==> config.mk <==
export PLATFORM = sky130hd
export DESIGN_NAME = ray_disk_first_hit
export DESIGN_NICKNAME = d
export VERILOG_FILES = /design/src/hw/rtl/rdfh_pkg.sv /design/src/hw/rtl/rdfh_mac.sv /design/src/hw/rtl/rdfh_sqrt.sv /design/src/hw/rtl/ray_disk_first_hit.sv
export SDC_FILE = /design/constraint.sdc
export NUM_CORES = 2
export LEC_CHECK = 0
export BUFFER_PORTS_ARGS = -buffer_cell sky130_fd_sc_hd__buf_4
export CAP_MARGIN = 20
export CORE_ASPECT_RATIO = 1.5
export CORE_UTILIZATION = 59
export CTS_CLUSTER_DIAMETER = 60
export DETAILED_ROUTE_END_ITERATION = 10
export PLACE_DENSITY = 0.75
export SETUP_SLACK_MARGIN = 0.1
export SLEW_MARGIN = 20
export SYNTH_ARGS = -nofsm -noshare
export SYNTH_HDL_FRONTEND = slang
export SYNTH_SLANG_ARGS = --single-unit
==> constraint.sdc <==
create_clock -name clk -period 31.9 [get_ports clk]
set_clock_uncertainty 0.15 [all_clocks]
set_input_delay 3.19 -clock clk [delete_from_list [all_inputs] [get_ports clk]]
set_output_delay 3.19 -clock clk [all_outputs]
set_load 0.01 [all_outputs]
==> src/hw/rtl/rdfh_pkg.sv <==
// Shared types and constants for the ray and disk first hit block.
// Holds field widths, stream packing offsets, MAC opcodes and sequencer states.
// No dependencies.
`default_nettype none

package rdfh_pkg;

    localparam int COORD_W  = 24;
    localparam int DIFF_W   = 25;
    localparam int DIR_W    = 16;
    localparam int LEN_W    = 23;
    localparam int TAG_W    = 16;
    localparam int CNT_W    = 7;
    localparam int SIG_W    = 16;
    localparam int OPND_W   = 29;
    localparam int ACC_W    = 58;
    localparam int RAD_W    = 56;
    localparam int ROOT_W   = 28;
    localparam int B_W      = 28;
    localparam int L_W      = 30;
    localparam int DIR_FRAC = 14;
    localparam int STEP_W   = 3;

    localparam int IN_W  = 168;
    localparam int OUT_W = 48;

    localparam int LIMIT_LSB = 0;
    localparam int WX_LSB    = 23;
    localparam int WY_LSB    = 47;
    localparam int NX_LSB    = 71;
    localparam int NY_LSB    = 95;
    localparam int UX_LSB    = 119;
    localparam int UY_LSB    = 135;
    localparam int TAG_LSB   = 151;

    localparam logic [SIG_W-1:0] CONTACT_DIST_RST = 16'd8192;
    localparam logic [24:0]      MAX_PARTICLES    = 25'd65536;
    localparam logic [CNT_W-1:0] COUNT_MAX        = '1;

    localparam logic [STEP_W-1:0] STEP_BX   = 3'd0;
    localparam logic [STEP_W-1:0] STEP_BY   = 3'd1;
    localparam logic [STEP_W-1:0] STEP_CX   = 3'd2;
    localparam logic [STEP_W-1:0] STEP_CY   = 3'd3;
    localparam logic [STEP_W-1:0] STEP_SIG  = 3'd4;
    localparam logic [STEP_W-1:0] STEP_DISC = 3'd5;
    localparam logic [STEP_W-1:0] STEP_BCAP = 3'd3;
    localparam logic [STEP_W-1:0] STEP_LAST = 3'd7;

    typedef enum logic [1:0] {
        MAC_LOAD,
        MAC_ADD,
        MAC_SUB,
        MAC_RSUB
    } mac_op_t;

    typedef struct packed {
        logic    issue;
        mac_op_t op;
    } mac_ctl_t;

    typedef enum logic [1:0] {
        ST_IDLE,
        ST_MUL,
        ST_ROOT,
        ST_DECIDE
    } seq_state_t;

endpackage

`default_nettype wire

==> src/hw/rtl/rdfh_mac.sv <==
// Shared multiply-accumulate unit with a registered product stage.
// An issued operation is registered with its product, then applied to the accumulator register.
// Depends on rdfh_pkg.
`default_nettype none

module rdfh_mac (
    input  logic                                   clk,
    input  logic                                   rst_n,
    input  rdfh_pkg::mac_ctl_t                     ctl,
    input  logic signed [rdfh_pkg::OPND_W-1:0]     opa,
    input  logic signed [rdfh_pkg::OPND_W-1:0]     opb,
    output logic signed [rdfh_pkg::ACC_W-1:0]      acc
);
    import rdfh_pkg::*;

    mac_ctl_t                  ctl_reg;
    logic signed [ACC_W-1:0]   prod_reg;
    logic signed [ACC_W-1:0]   prod_next;
    logic signed [ACC_W-1:0]   acc_reg;
    logic signed [ACC_W-1:0]   acc_next;

    assign prod_next = ACC_W'(opa) * ACC_W'(opb);

    always_comb
    begin
        acc_next = acc_reg;
        if (ctl_reg.issue)
        begin
            case (ctl_reg.op)
                MAC_LOAD: acc_next = prod_reg;
                MAC_ADD:  acc_next = acc_reg + prod_reg;
                MAC_SUB:  acc_next = acc_reg - prod_reg;
                MAC_RSUB: acc_next = prod_reg - acc_reg;
                default:  acc_next = acc_reg;
            endcase
        end
    end

    always_ff @(posedge clk or negedge rst_n)
    begin
        if (!rst_n)
        begin
            ctl_reg <= '0;
        end
        else
        begin
            ctl_reg <= ctl;
        end
    end

    always_ff @(posedge clk)
    begin
        prod_reg <= prod_next;
        acc_reg  <= acc_next;
    end

    assign acc = acc_reg;

endmodule

`default_nettype wire

==> src/hw/rtl/rdfh_sqrt.sv <==
// Iterative integer square root, rounded down, one result bit per cycle.
// A start pulse loads the radicand; done pulses once the root is final.
// Depends on rdfh_pkg.
`default_nettype none

module rdfh_sqrt (
    input  logic                           clk,
    input  logic                           rst_n,
    input  logic                           start,
    input  logic [rdfh_pkg::RAD_W-1:0]     rad,
    output logic                           done,
    output logic [rdfh_pkg::ROOT_W-1:0]    root
);
    import rdfh_pkg::*;

    localparam int SQ_CNT_W = $clog2(ROOT_W);
    localparam logic [SQ_CNT_W-1:0] SQ_LAST = SQ_CNT_W'(ROOT_W - 1);

    logic                   busy_reg;
    logic                   done_reg;
    logic [SQ_CNT_W-1:0]    cnt_reg;
    logic [RAD_W-1:0]       rad_reg;
    logic [ROOT_W+1:0]      rem_reg;
    logic [ROOT_W+1:0]      rem_next;
    logic [ROOT_W-1:0]      root_reg;
    logic [ROOT_W-1:0]      root_next;
    logic [ROOT_W+3:0]      rem_sh;
    logic [ROOT_W+3:0]      trial;
    logic [ROOT_W+3:0]      diff;
    logic                   fits;

    always_comb
    begin
        rem_sh = {rem_reg, rad_reg[RAD_W-1 -: 2]};
        trial  = {2'b00, root_reg, 2'b01};
        diff   = rem_sh - trial;
        fits   = (rem_sh >= trial);
        if (fits)
        begin
            rem_next  = diff[ROOT_W+1:0];
            root_next = {root_reg[ROOT_W-2:0], 1'b1};
        end
        else
        begin
            rem_next  = rem_sh[ROOT_W+1:0];
            root_next = {root_reg[ROOT_W-2:0], 1'b0};
        end
    end

    always_ff @(posedge clk or negedge rst_n)
    begin
        if (!rst_n)
        begin
            busy_reg <= 1'b0;
            done_reg <= 1'b0;
            cnt_reg  <= '0;
        end
        else
        begin
            done_reg <= 1'b0;
            if (start)
            begin
                busy_reg <= 1'b1;
                cnt_reg  <= SQ_LAST;
            end
            else if (busy_reg)
            begin
                cnt_reg <= cnt_reg - 1'b1;
                if (cnt_reg == '0)
                begin
                    busy_reg <= 1'b0;
                    done_reg <= 1'b1;
                end
            end
        end
    end

    always_ff @(posedge clk)
    begin
        if (start)
        begin
            rad_reg  <= rad;
            rem_reg  <= '0;
            root_reg <= '0;
        end
        else if (busy_reg)
        begin
            rad_reg  <= {rad_reg[RAD_W-3:0], 2'b00};
            rem_reg  <= rem_next;
            root_reg <= root_next;
        end
    end

    assign done = done_reg;
    assign root = root_reg;

endmodule

`default_nettype wire

==> src/hw/rtl/ray_disk_first_hit.sv <==
// Nearest first-contact search of a walker's ray against candidate disks.
// Top level: stream ports, sequencer, shared MAC and square root unit.
// Depends on rdfh_pkg, rdfh_mac and rdfh_sqrt.
//
// Usage: each request on the s_ channel is one candidate neighbor disk. With
// s_tuser high the request starts a new query, loading the limit and clearing
// the hit flag, count and tag before its own candidate is tested. Every request
// yields exactly one result on the m_ channel with the running best length,
// tag, count and the hit flag. The contact distance is written on the cfg_
// channel, which is always ready, and should only change while the block idles.
// Sequencing: one request is in flight at a time. The shared MAC first forms
// b and the discriminant, then the root unit finds the root, one root bit per
// cycle over 28 bits, and the result is registered for the m_ channel; the
// next request is taken once the sequencer is back in idle. With a negative
// discriminant the root is skipped. While the receiver stalls the result
// stays in the output register; the next request is still accepted and runs
// until its own result would overwrite it, where the sequencer waits.
// Reset clears the query state and output valid, and sets the contact
// distance to 2.0.
`default_nettype none

module ray_disk_first_hit (
    input  logic                          clk,
    input  logic                          rst_n,
    input  logic                          s_tvalid,
    output logic                          s_tready,
    // limit, walker_x, walker_y, neighbor_x, neighbor_y, dir_x, dir_y,
    // disk tag, one zero pad bit
    input  logic [rdfh_pkg::IN_W-1:0]     s_tdata,
    // first
    input  logic                          s_tuser,
    output logic                          m_tvalid,
    input  logic                          m_tready,
    // hit_length, hit_tag, hit_count, two zero pad bits
    output logic [rdfh_pkg::OUT_W-1:0]    m_tdata,
    // hit_found
    output logic                          m_tuser,
    input  logic                          cfg_valid,
    output logic                          cfg_ready,
    input  logic [rdfh_pkg::SIG_W-1:0]    cfg_data
);
    import rdfh_pkg::*;

    seq_state_t                 state_reg;
    seq_state_t                 state_next;
    logic [STEP_W-1:0]          step_reg;
    logic [SIG_W-1:0]           sig_reg;

    logic signed [DIFF_W-1:0]   dx_reg;
    logic signed [DIFF_W-1:0]   dy_reg;
    logic signed [DIR_W-1:0]    ux_reg;
    logic signed [DIR_W-1:0]    uy_reg;
    logic [TAG_W-1:0]           tag_reg;
    logic                       tagok_reg;
    logic signed [B_W-1:0]      b_reg;
    logic                       dneg_reg;

    logic [LEN_W-1:0]           best_len_reg;
    logic [LEN_W-1:0]           best_len_next;
    logic [TAG_W-1:0]           best_tag_reg;
    logic [TAG_W-1:0]           best_tag_next;
    logic                       found_reg;
    logic                       found_next;
    logic [CNT_W-1:0]           count_reg;
    logic [CNT_W-1:0]           count_next;

    logic                       m_tvalid_reg;
    logic [LEN_W-1:0]           out_len_reg;
    logic [TAG_W-1:0]           out_tag_reg;
    logic                       out_found_reg;
    logic [CNT_W-1:0]           out_count_reg;

    logic                       in_take;
    logic                       dec_fire;
    logic                       sq_start;
    logic                       sq_done;
    logic [ROOT_W-1:0]          sq_root;
    mac_ctl_t                   mac_ctl;
    logic signed [OPND_W-1:0]   mac_a;
    logic signed [OPND_W-1:0]   mac_b;
    logic signed [ACC_W-1:0]    mac_acc;
    logic signed [DIFF_W-1:0]   in_dx;
    logic signed [DIFF_W-1:0]   in_dy;

    logic signed [L_W-1:0]      root_s;
    logic signed [L_W-1:0]      sum_bs;
    logic signed [L_W-1:0]      len_l;
    logic                       hit;

    assign cfg_ready = 1'b1;
    assign in_take   = s_tvalid && s_tready;

    assign in_dx = DIFF_W'($signed(s_tdata[WX_LSB +: COORD_W]))
                 - DIFF_W'($signed(s_tdata[NX_LSB +: COORD_W]));
    assign in_dy = DIFF_W'($signed(s_tdata[WY_LSB +: COORD_W]))
                 - DIFF_W'($signed(s_tdata[NY_LSB +: COORD_W]));

    rdfh_mac u_mac (
        .clk   (clk),
        .rst_n (rst_n),
        .ctl   (mac_ctl),
        .opa   (mac_a),
        .opb   (mac_b),
        .acc   (mac_acc)
    );

    rdfh_sqrt u_sqrt (
        .clk   (clk),
        .rst_n (rst_n),
        .start (sq_start),
        .rad   (mac_acc[RAD_W-1:0]),
        .done  (sq_done),
        .root  (sq_root)
    );

    // Next state.
    always_comb
    begin
        state_next = state_reg;
        case (state_reg)
            ST_IDLE:
            begin
                if (in_take)
                begin
                    state_next = ST_MUL;
                end
            end
            ST_MUL:
            begin
                if (step_reg == STEP_LAST)
                begin
                    state_next = mac_acc[ACC_W-1] ? ST_DECIDE : ST_ROOT;
                end
            end
            ST_ROOT:
            begin
                if (sq_done)
                begin
                    state_next = ST_DECIDE;
                end
            end
            ST_DECIDE:
            begin
                if (!m_tvalid_reg || m_tready)
                begin
                    state_next = ST_IDLE;
                end
            end
            default:
            begin
                state_next = ST_IDLE;
            end
        endcase
    end

    // Sequencer outputs and MAC operand schedule.
    always_comb
    begin
        s_tready = 1'b0;
        sq_start = 1'b0;
        dec_fire = 1'b0;
        mac_ctl  = '0;
        mac_a    = OPND_W'(dx_reg);
        mac_b    = OPND_W'(dx_reg);
        case (state_reg)
            ST_IDLE:
            begin
                s_tready = 1'b1;
            end
            ST_MUL:
            begin
                case (step_reg)
                    STEP_BX:
                    begin
                        mac_ctl = '{issue: 1'b1, op: MAC_LOAD};
                        mac_a   = OPND_W'(ux_reg);
                        mac_b   = OPND_W'(dx_reg);
                    end
                    STEP_BY:
                    begin
                        mac_ctl = '{issue: 1'b1, op: MAC_ADD};
                        mac_a   = OPND_W'(uy_reg);
                        mac_b   = OPND_W'(dy_reg);
                    end
                    STEP_CX:
                    begin
                        mac_ctl = '{issue: 1'b1, op: MAC_LOAD};
                        mac_a   = OPND_W'(dx_reg);
                        mac_b   = OPND_W'(dx_reg);
                    end
                    STEP_CY:
                    begin
                        mac_ctl = '{issue: 1'b1, op: MAC_ADD};
                        mac_a   = OPND_W'(dy_reg);
                        mac_b   = OPND_W'(dy_reg);
                    end
                    STEP_SIG:
                    begin
                        mac_ctl = '{issue: 1'b1, op: MAC_SUB};
                        mac_a   = $signed(OPND_W'(sig_reg));
                        mac_b   = $signed(OPND_W'(sig_reg));
                    end
                    STEP_DISC:
                    begin
                        mac_ctl = '{issue: 1'b1, op: MAC_RSUB};
                        mac_a   = OPND_W'(b_reg);
                        mac_b   = OPND_W'(b_reg);
                    end
                    default:
                    begin
                        mac_ctl = '0;
                    end
                endcase
                if (step_reg == STEP_LAST)
                begin
                    sq_start = !mac_acc[ACC_W-1];
                end
            end
            ST_DECIDE:
            begin
                dec_fire = !m_tvalid_reg || m_tready;
            end
            default:
            begin
                s_tready = 1'b0;
            end
        endcase
    end

    // The nearest positive root and the update of the query state.
    always_comb
    begin
        root_s = $signed(L_W'(sq_root));
        sum_bs = L_W'(b_reg) + root_s;
        if (sum_bs < 0)
        begin
            len_l = -sum_bs;
        end
        else
        begin
            len_l = root_s - L_W'(b_reg);
        end
        hit = tagok_reg && !dneg_reg && (len_l > 0)
           && (len_l <= $signed(L_W'(best_len_reg)));

        best_len_next = best_len_reg;
        best_tag_next = best_tag_reg;
        found_next    = found_reg;
        count_next    = count_reg;
        if (hit)
        begin
            best_len_next = len_l[LEN_W-1:0];
            best_tag_next = tag_reg;
            found_next    = 1'b1;
            if (count_reg != COUNT_MAX)
            begin
                count_next = count_reg + 1'b1;
            end
        end
    end

    always_ff @(posedge clk or negedge rst_n)
    begin
        if (!rst_n)
        begin
            state_reg    <= ST_IDLE;
            step_reg     <= '0;
            sig_reg      <= CONTACT_DIST_RST;
            best_len_reg <= '0;
            best_tag_reg <= '0;
            found_reg    <= 1'b0;
            count_reg    <= '0;
            m_tvalid_reg <= 1'b0;
        end
        else
        begin
            state_reg <= state_next;
            if (cfg_valid && cfg_ready)
            begin
                sig_reg <= cfg_data;
            end
            if (in_take)
            begin
                step_reg <= '0;
                if (s_tuser)
                begin
                    best_len_reg <= s_tdata[LIMIT_LSB +: LEN_W];
                    best_tag_reg <= '0;
                    found_reg    <= 1'b0;
                    count_reg    <= '0;
                end
            end
            else if (state_reg == ST_MUL)
            begin
                step_reg <= step_reg + 1'b1;
            end
            if (dec_fire)
            begin
                best_len_reg <= best_len_next;
                best_tag_reg <= best_tag_next;
                found_reg    <= found_next;
                count_reg    <= count_next;
                m_tvalid_reg <= 1'b1;
            end
            else if (m_tready)
            begin
                m_tvalid_reg <= 1'b0;
            end
        end
    end

    always_ff @(posedge clk)
    begin
        if (in_take)
        begin
            dx_reg    <= in_dx;
            dy_reg    <= in_dy;
            ux_reg    <= $signed(s_tdata[UX_LSB +: DIR_W]);
            uy_reg    <= $signed(s_tdata[UY_LSB +: DIR_W]);
            tag_reg   <= s_tdata[TAG_LSB +: TAG_W];
            tagok_reg <= (25'(s_tdata[TAG_LSB +: TAG_W]) < MAX_PARTICLES);
        end
        if ((state_reg == ST_MUL) && (step_reg == STEP_BCAP))
        begin
            b_reg <= mac_acc[DIR_FRAC +: B_W];
        end
        if ((state_reg == ST_MUL) && (step_reg == STEP_LAST))
        begin
            dneg_reg <= mac_acc[ACC_W-1];
        end
        if (dec_fire)
        begin
            out_len_reg   <= best_len_next;
            out_tag_reg   <= best_tag_next;
            out_found_reg <= found_next;
            out_count_reg <= count_next;
        end
    end

    assign m_tvalid = m_tvalid_reg;
    assign m_tuser  = out_found_reg;
    assign m_tdata  = {2'b00, out_count_reg, out_tag_reg, out_len_reg};

    a_root_done_in_root: assert property (@(posedge clk) disable iff (!rst_n)
        sq_done |-> (state_reg == ST_ROOT))
        else $error("Root unit finished outside the root phase.");

    a_stall_holds_decide: assert property (@(posedge clk) disable iff (!rst_n)
        ((state_reg == ST_DECIDE) && m_tvalid_reg && !m_tready)
        |=> (state_reg == ST_DECIDE))
        else $error("Sequencer left the decide phase while the output was held.");

    a_found_has_count: assert property (@(posedge clk) disable iff (!rst_n)
        found_reg |-> (count_reg != '0))
        else $error("Hit flag set with a zero hit count.");

    a_count_monotonic: assert property (@(posedge clk) disable iff (!rst_n)
        !(in_take && s_tuser) |=> (count_reg >= $past(count_reg)))
        else $error("Hit count dropped without a new query.");

endmodule

`default_nettype wire

## After elaboration in Yosys (flattened, before gate mapping)

Index checks and enable logic that the tools add are counted.

- Memories: 0
- Input port bits: 190
- Bits in latches: 0
- Bits in registers: 483
- RAM bits: 0
- Bits in read-only memories: 0

- Reductions and logical operators: 22
- $add $sub $neg: 12
- Mux-type cells: 51
- Bitwise operators: 0
- Equality and inequality tests: 17
- Shifts and indexed selects: 0
- Divide/modulo/power cells: 0
- Multipliers: 1
- Order comparisons: 4

Operators by type and width:

| operator | number |
|---|---|
| 58-bit one-hot mux with 4 select lines | 1 |
| 29-bit one-hot mux with 5 select lines | 1 |
| 58-bit subtractor | 2 |
| 56-bit two-way mux | 2 |
| 23-bit two-way mux | 4 |
| 29-bit one-hot mux with 3 select lines | 1 |
| 16-bit two-way mux | 4 |
| 30-bit two-way mux | 2 |
| 58-bit adder | 1 |
| 29-bit by 29-bit multiplier with 58-bit output | 1 |
| 29-bit two-way mux | 2 |
| 24-bit by 24-bit subtractor with 25-bit output | 2 |
| 7-bit two-way mux | 5 |
| 32-bit by 30-bit greater-or-equal comparator with 1-bit output | 1 |
| 28-bit by 29-bit adder with 30-bit output | 1 |
| 30-bit by 1-bit greater-than comparator with 1-bit output (second input constant) | 1 |
| 30-bit by 24-bit <= comparator with 1-bit output | 1 |
| 30-bit by 1-bit < comparator with 1-bit output (second input constant) | 1 |
| 30-bit negation | 1 |
| 29-bit by 28-bit subtractor with 30-bit output | 1 |
| 30-bit subtractor | 1 |
| 1-bit two-way mux | 18 |
| 3-bit one-hot mux with 4 select lines | 1 |
| 5-bit two-way mux | 2 |
| 24 further kinds | 50 |

## Depth between registers and ports, before layout

- Word-level depth: 8
- Mapped depth: 42
- Depth with buffers taken out: 39

## Modules after synthesis

Synthesis repeated with hierarchy kept, for this count alone.

- Cell total of the unflattened synthesis: 7317
- Area, all modules: 66781.5 um^2

By module, submodules not included:

| module | instances | cells an instance | area each (um^2) | seq. area each (um^2) |
|---|---|---|---|---|
| rdfh_mac | 1 | 4742 | 42296.8 | 2977.9 |
| ray_disk_first_hit | 1 | 1921 | 17768.3 | 6952.9 |
| rdfh_sqrt | 1 | 654 | 6716.4 | 3017.9 |

## Least setup slack after synthesis

No wires, ideal clock.

- Kind: reg2reg
- Start: reg step_reg[1]
- End: reg u_mac.prod_reg[57]
- Setup time: 131 ps
- Arrival: 9907 ps
- Path buffers: 4
- Required time: 31619 ps
- Cell stages (with the launch flop): 40
- Path slack: 21712 ps
- Clock period less this slack: 10188 ps
- Cells stage by stage: dfrtp_1 -> inv_1 -> ha_1 -> nor2b_1 -> clkbuf_1 -> or2_2 -> clkbuf_1 -> clkbuf_1 -> a21oi_1 -> nor2_1 -> a21oi_1 -> clkbuf_1 -> nor2_1 -> fa_1 -> fa_1 -> inv_1 -> fa_1 -> fa_1 -> (+4 left out) -> inv_1 -> fa_1 -> inv_1 -> ha_1 -> a21o_1 -> a21o_1 -> a2111oi_0 -> o31a_1 -> nand2_1 -> o211ai_1 -> a211oi_1 -> or3_1 -> a221o_1 -> a31oi_1 -> o21a_1 -> o31ai_1 -> a2111oi_0 -> nor3_1

- Longest elaborated chain between the ends: 5
- Elaborated cells between the ends (all ways): 11

RTL lines:

| element | RTL line | source |
|---|---|---|
| start, declared | ray_disk_first_hit.sv:46 | `logic [STEP_W-1:0] step_reg;` |
| start signal, assigned | ray_disk_first_hit.sv:295 | `step_reg <= step_reg + 1'b1;` |
| 3-bit by 2-bit equality test with 1-bit output / 3-bit by 1-bit equality test with 1-bit output (equally long branches) | ray_disk_first_hit.sv:172 | `case (step_reg)` |
| 2-bit OR reduction (no source line) | n/a |  |
| 29-bit one-hot mux with 3 select lines | ray_disk_first_hit.sv:172 |  |
| 29-bit two-way mux | ray_disk_first_hit.sv:165 | `case (state_reg)` |
| 29-bit by 29-bit multiplier with 58-bit output * | rdfh_mac.sv:22 | `assign prod_next = ACC_W'(opa) * ACC_W'(opb);` |
| net u_mac.prod_next[57] | rdfh_mac.sv:18 | `logic signed [ACC_W-1:0] prod_next;` |
| end signal, assigned | rdfh_mac.sv:53 | `prod_reg <= prod_next;` |
| end, declared | rdfh_mac.sv:17 | `logic signed [ACC_W-1:0] prod_reg;` |

Mark *: on every way through the listed nets, which the timed path passes. The rest lies on a longest branch.
A chain may end at the register's enable or synchronous reset.

## Worst setup path after layout

- Start: reg state_reg[1]
- End: reg u_mac.prod_reg[56]

- Longest elaborated chain between the ends: 3
- Elaborated cells between the ends (all ways): 4

RTL lines:

| element | RTL line | source |
|---|---|---|
| start, declared | ray_disk_first_hit.sv:44 | `seq_state_t state_reg;` |
| start signal, assigned | ray_disk_first_hit.sv:277 | `state_reg <= state_next;` |
| 2-bit by 1-bit equality test with 1-bit output * | ray_disk_first_hit.sv:165 |  |
| 29-bit two-way mux | ray_disk_first_hit.sv:165 |  |
| 29-bit by 29-bit multiplier with 58-bit output * | rdfh_mac.sv:22 |  |
| net u_mac.prod_next[56] | rdfh_mac.sv:18 |  |

Marks and branches as above.

==> impl_metrics.env <==
export IMPL_status="finished, final reports clean"
export IMPL_synthTopCellsByCount="1209 x inv_1, 889 x fa_1, 809 x nor2_1"
export IMPL_max_slew_worst_pin_slew_ns=1.16
export IMPL_crit_type="register to register"
export IMPL_h_tree_depth=2
export IMPL_path_clk_slew_ns=0.07
export IMPL_layout_drive_gt1_share_pct=7.75
export IMPL_ios=242
export IMPL_fin_crit_sh_pct=38.1
export IMPL_seq_area_frac_synth_pct=20.0
export IMPL_clock_root_buffer="clkbuf_16"
export IMPL_clk_path_buf_depth=3
export IMPL_fin_area_sq_mm=0.0698
export IMPL_synth_cell_type_count=105
export IMPL_die_h_um=407
export IMPL_hold_viol_final=0
export IMPL_top_usage_layer="met2"
export IMPL_synthTopCellsByArea="fa_1 28%, edfxtp_1 13%, ha_1 8.9%, inv_1 7.0%, nor2_1 4.7%"
export IMPL_grtUsageMet1_pct=37.3
export IMPL_yosysWarnings=0
export IMPL_cts_tree="done"
export IMPL_r2r_cells=33
export IMPL_wl_per_cell_um=22.7
export IMPL_antenna_found_initial=15
export IMPL_postRouteAntennaNets=0
export IMPL_drt_wl_total_um=200000
export IMPL_crit_required_ns=32.22
export IMPL_synth_most_common_cell="inv_1"
export IMPL_ys_async_sr_fraction_pct=16.4
export IMPL_grt_pass1_vias=55951
export IMPL_hold_depth=2
export IMPL_synth_cells=7215
export IMPL_drc_errors=0
export IMPL_initial_utilization_pct=59.5
export IMPL_finalMaxSlewViolations=0
export IMPL_via_count=53452
export IMPL_cts_buffers=52
export IMPL_drt_iter0_drc=4101
export IMPL_slew_headroom_pct=22.4
export IMPL_track_usage_pct=36.8
export IMPL_worstPathArrival_ns=12.48
export IMPL_viasPerCell=6.07
export IMPL_setup_tns_ns=0
export IMPL_die_w_um=272
export IMPL_grt_pass1_wl_um=310000
export IMPL_final_nets=8861
export IMPL_post_dp_cell_area_sq_mm=0.0679
export IMPL_clk_latency_ns=0.65
export IMPL_synth_edf_count=288
export IMPL_cts_resized=0
export IMPL_finalSetupViolCount=0
export IMPL_gp_congestion=0.994
export IMPL_ys_seq_elements=483
export IMPL_core_sq_mm=0.109
export IMPL_place_port_buffers=237
export IMPL_hpwl_um=156000
export IMPL_cts_hold_buf=0
export IMPL_met2_usage_pct=63.0
export IMPL_globalRoute_totalOverflow=0
export IMPL_start_kind="register"
export IMPL_crit_path_end_kind="register"
export IMPL_synth_avg_cell_area_sq_um=8.95
export IMPL_period_needed_ns=12.15
export IMPL_rsz0062_at_grt="false"
export IMPL_rows=148
export IMPL_synth_ff_type="edfxtp_1"
export IMPL_die_area_sq_mm=0.111
export IMPL_globalRouteMet3Util_pct=7.09
export IMPL_hold_path_class="register to register"
export IMPL_synthToLayoutAreaGrowth_pct=8.10
export IMPL_path_max_fanout=63
export IMPL_synth_largest_area_cell="fa_1"
export IMPL_cts_setup_buffers=0
export IMPL_max_stage_delay_ns=1.02
export IMPL_grt_max_degree=93
export IMPL_clock_fmax_mhz=82.3
export IMPL_clock_sinks=483
export IMPL_maxCapViolations=0
export IMPL_synth_top_area_share_pct=27.6
export IMPL_crit_slowest_cell="fa_1"
export IMPL_dr_pass1_iters=8
export IMPL_netlist_area_sq_mm=0.0646
[metrics by stage]
step	util (%)	std cells	setup WS (ns)	hold WS [ns]
finish	64.3	8800	19.75	0.353
global route	64.3	8799	18.95	0.365
CTS	64.3	8794	19.85	0.358
detailed placement	62.5	8696	19.81	0.330
global placement	62.5	8696	20.10	0.321
floorplan	-	7216	21.71	0.305
[kinds of logic after synthesis]
kind of cell               synth area share (%)
and+or+nand+nor                            14.8
buffers and inverters                      8.80
adders and majority gates                  36.4
AOI/OAI and AO/OA                          13.3
DFF                                        20.0
xor gates and xnor gates                   4.35
muxes                                      2.34
other                                    0.0116
[cell type report]
type / instances / area [sq um]
clock buffers: 65 / 1450
flip-flops and latches: 483 / 13000
clock inverters: 33 / 460
diodes: 6 / 15.0
inverters: 1211 / 4550
multi-input cells: 5248 / 46100
fillers: 9049 / 38700
repair buffers: 329 / 2470
well taps: 1425 / 1780
[layout by cell type (no fill, tap or decap), drive strengths merged, types with 132 or more instances in the layout]
cell / synthesis / layout
a21oi: 326 / 326
buf: 52 / 329
inv: 1210 / 1217
o21ai: 272 / 272
edfxtp: 288 / 288
nand2: 769 / 769
ha: 457 / 457
nor2: 809 / 809
xnor2: 208 / 208
fa: 889 / 889
a21o: 132 / 132
[path summary, 6_finish.rpt]
check	start	to	slack (ns)
worst max-delay path	state_reg[1]$_DFFE_PN0P_	u_mac.prod_reg[56]$_DFF_P_	19.75
max in group asynchronous	rst_n	u_mac.ctl_reg[0]$_DFF_PN0_	28.18
min in group asynchronous	rst_n	best_tag_reg[9]$_DFFE_PN0P_	2.43
worst max register to register	state_reg[1]$_DFFE_PN0P_	u_mac.prod_reg[56]$_DFF_P_	19.75
worst min register to register	u_sqrt.rad_reg[25]$_DFFE_PP_	u_sqrt.rad_reg[27]$_DFFE_PP_	0.35
worst min-delay path	u_sqrt.rad_reg[25]$_DFFE_PP_	u_sqrt.rad_reg[27]$_DFFE_PP_	0.35
[per-layer routing]
| layer | vias up | routed length [um] |
|---|---|---|
| met1 | 26258 | 63500 |
| met5 | - | 76 |
| met3 | 1003 | 15800 |
| met4 | 12 | 23100 |
| met2 | 2402 | 97500 |
| li1 | 23777 | - |
[critical path, delay by kind of cell (launching register included)]
| kind | cells | cell delay (ns) |
|---|---|---|
| AO/OA/AOI/OAI | 8 | 1.87 |
| adder cells (fa/ha/maj) | 10 | 5.77 |
| buffers and inverters | 11 | 2.42 |
| flip-flops | 1 | 0.41 |
| AND/OR/NAND/NOR | 4 | 1.28 |
Power is left out: the tool's default activity adds up to more than one toggle a clock period on the data nets, which glitch-free logic cannot reach.
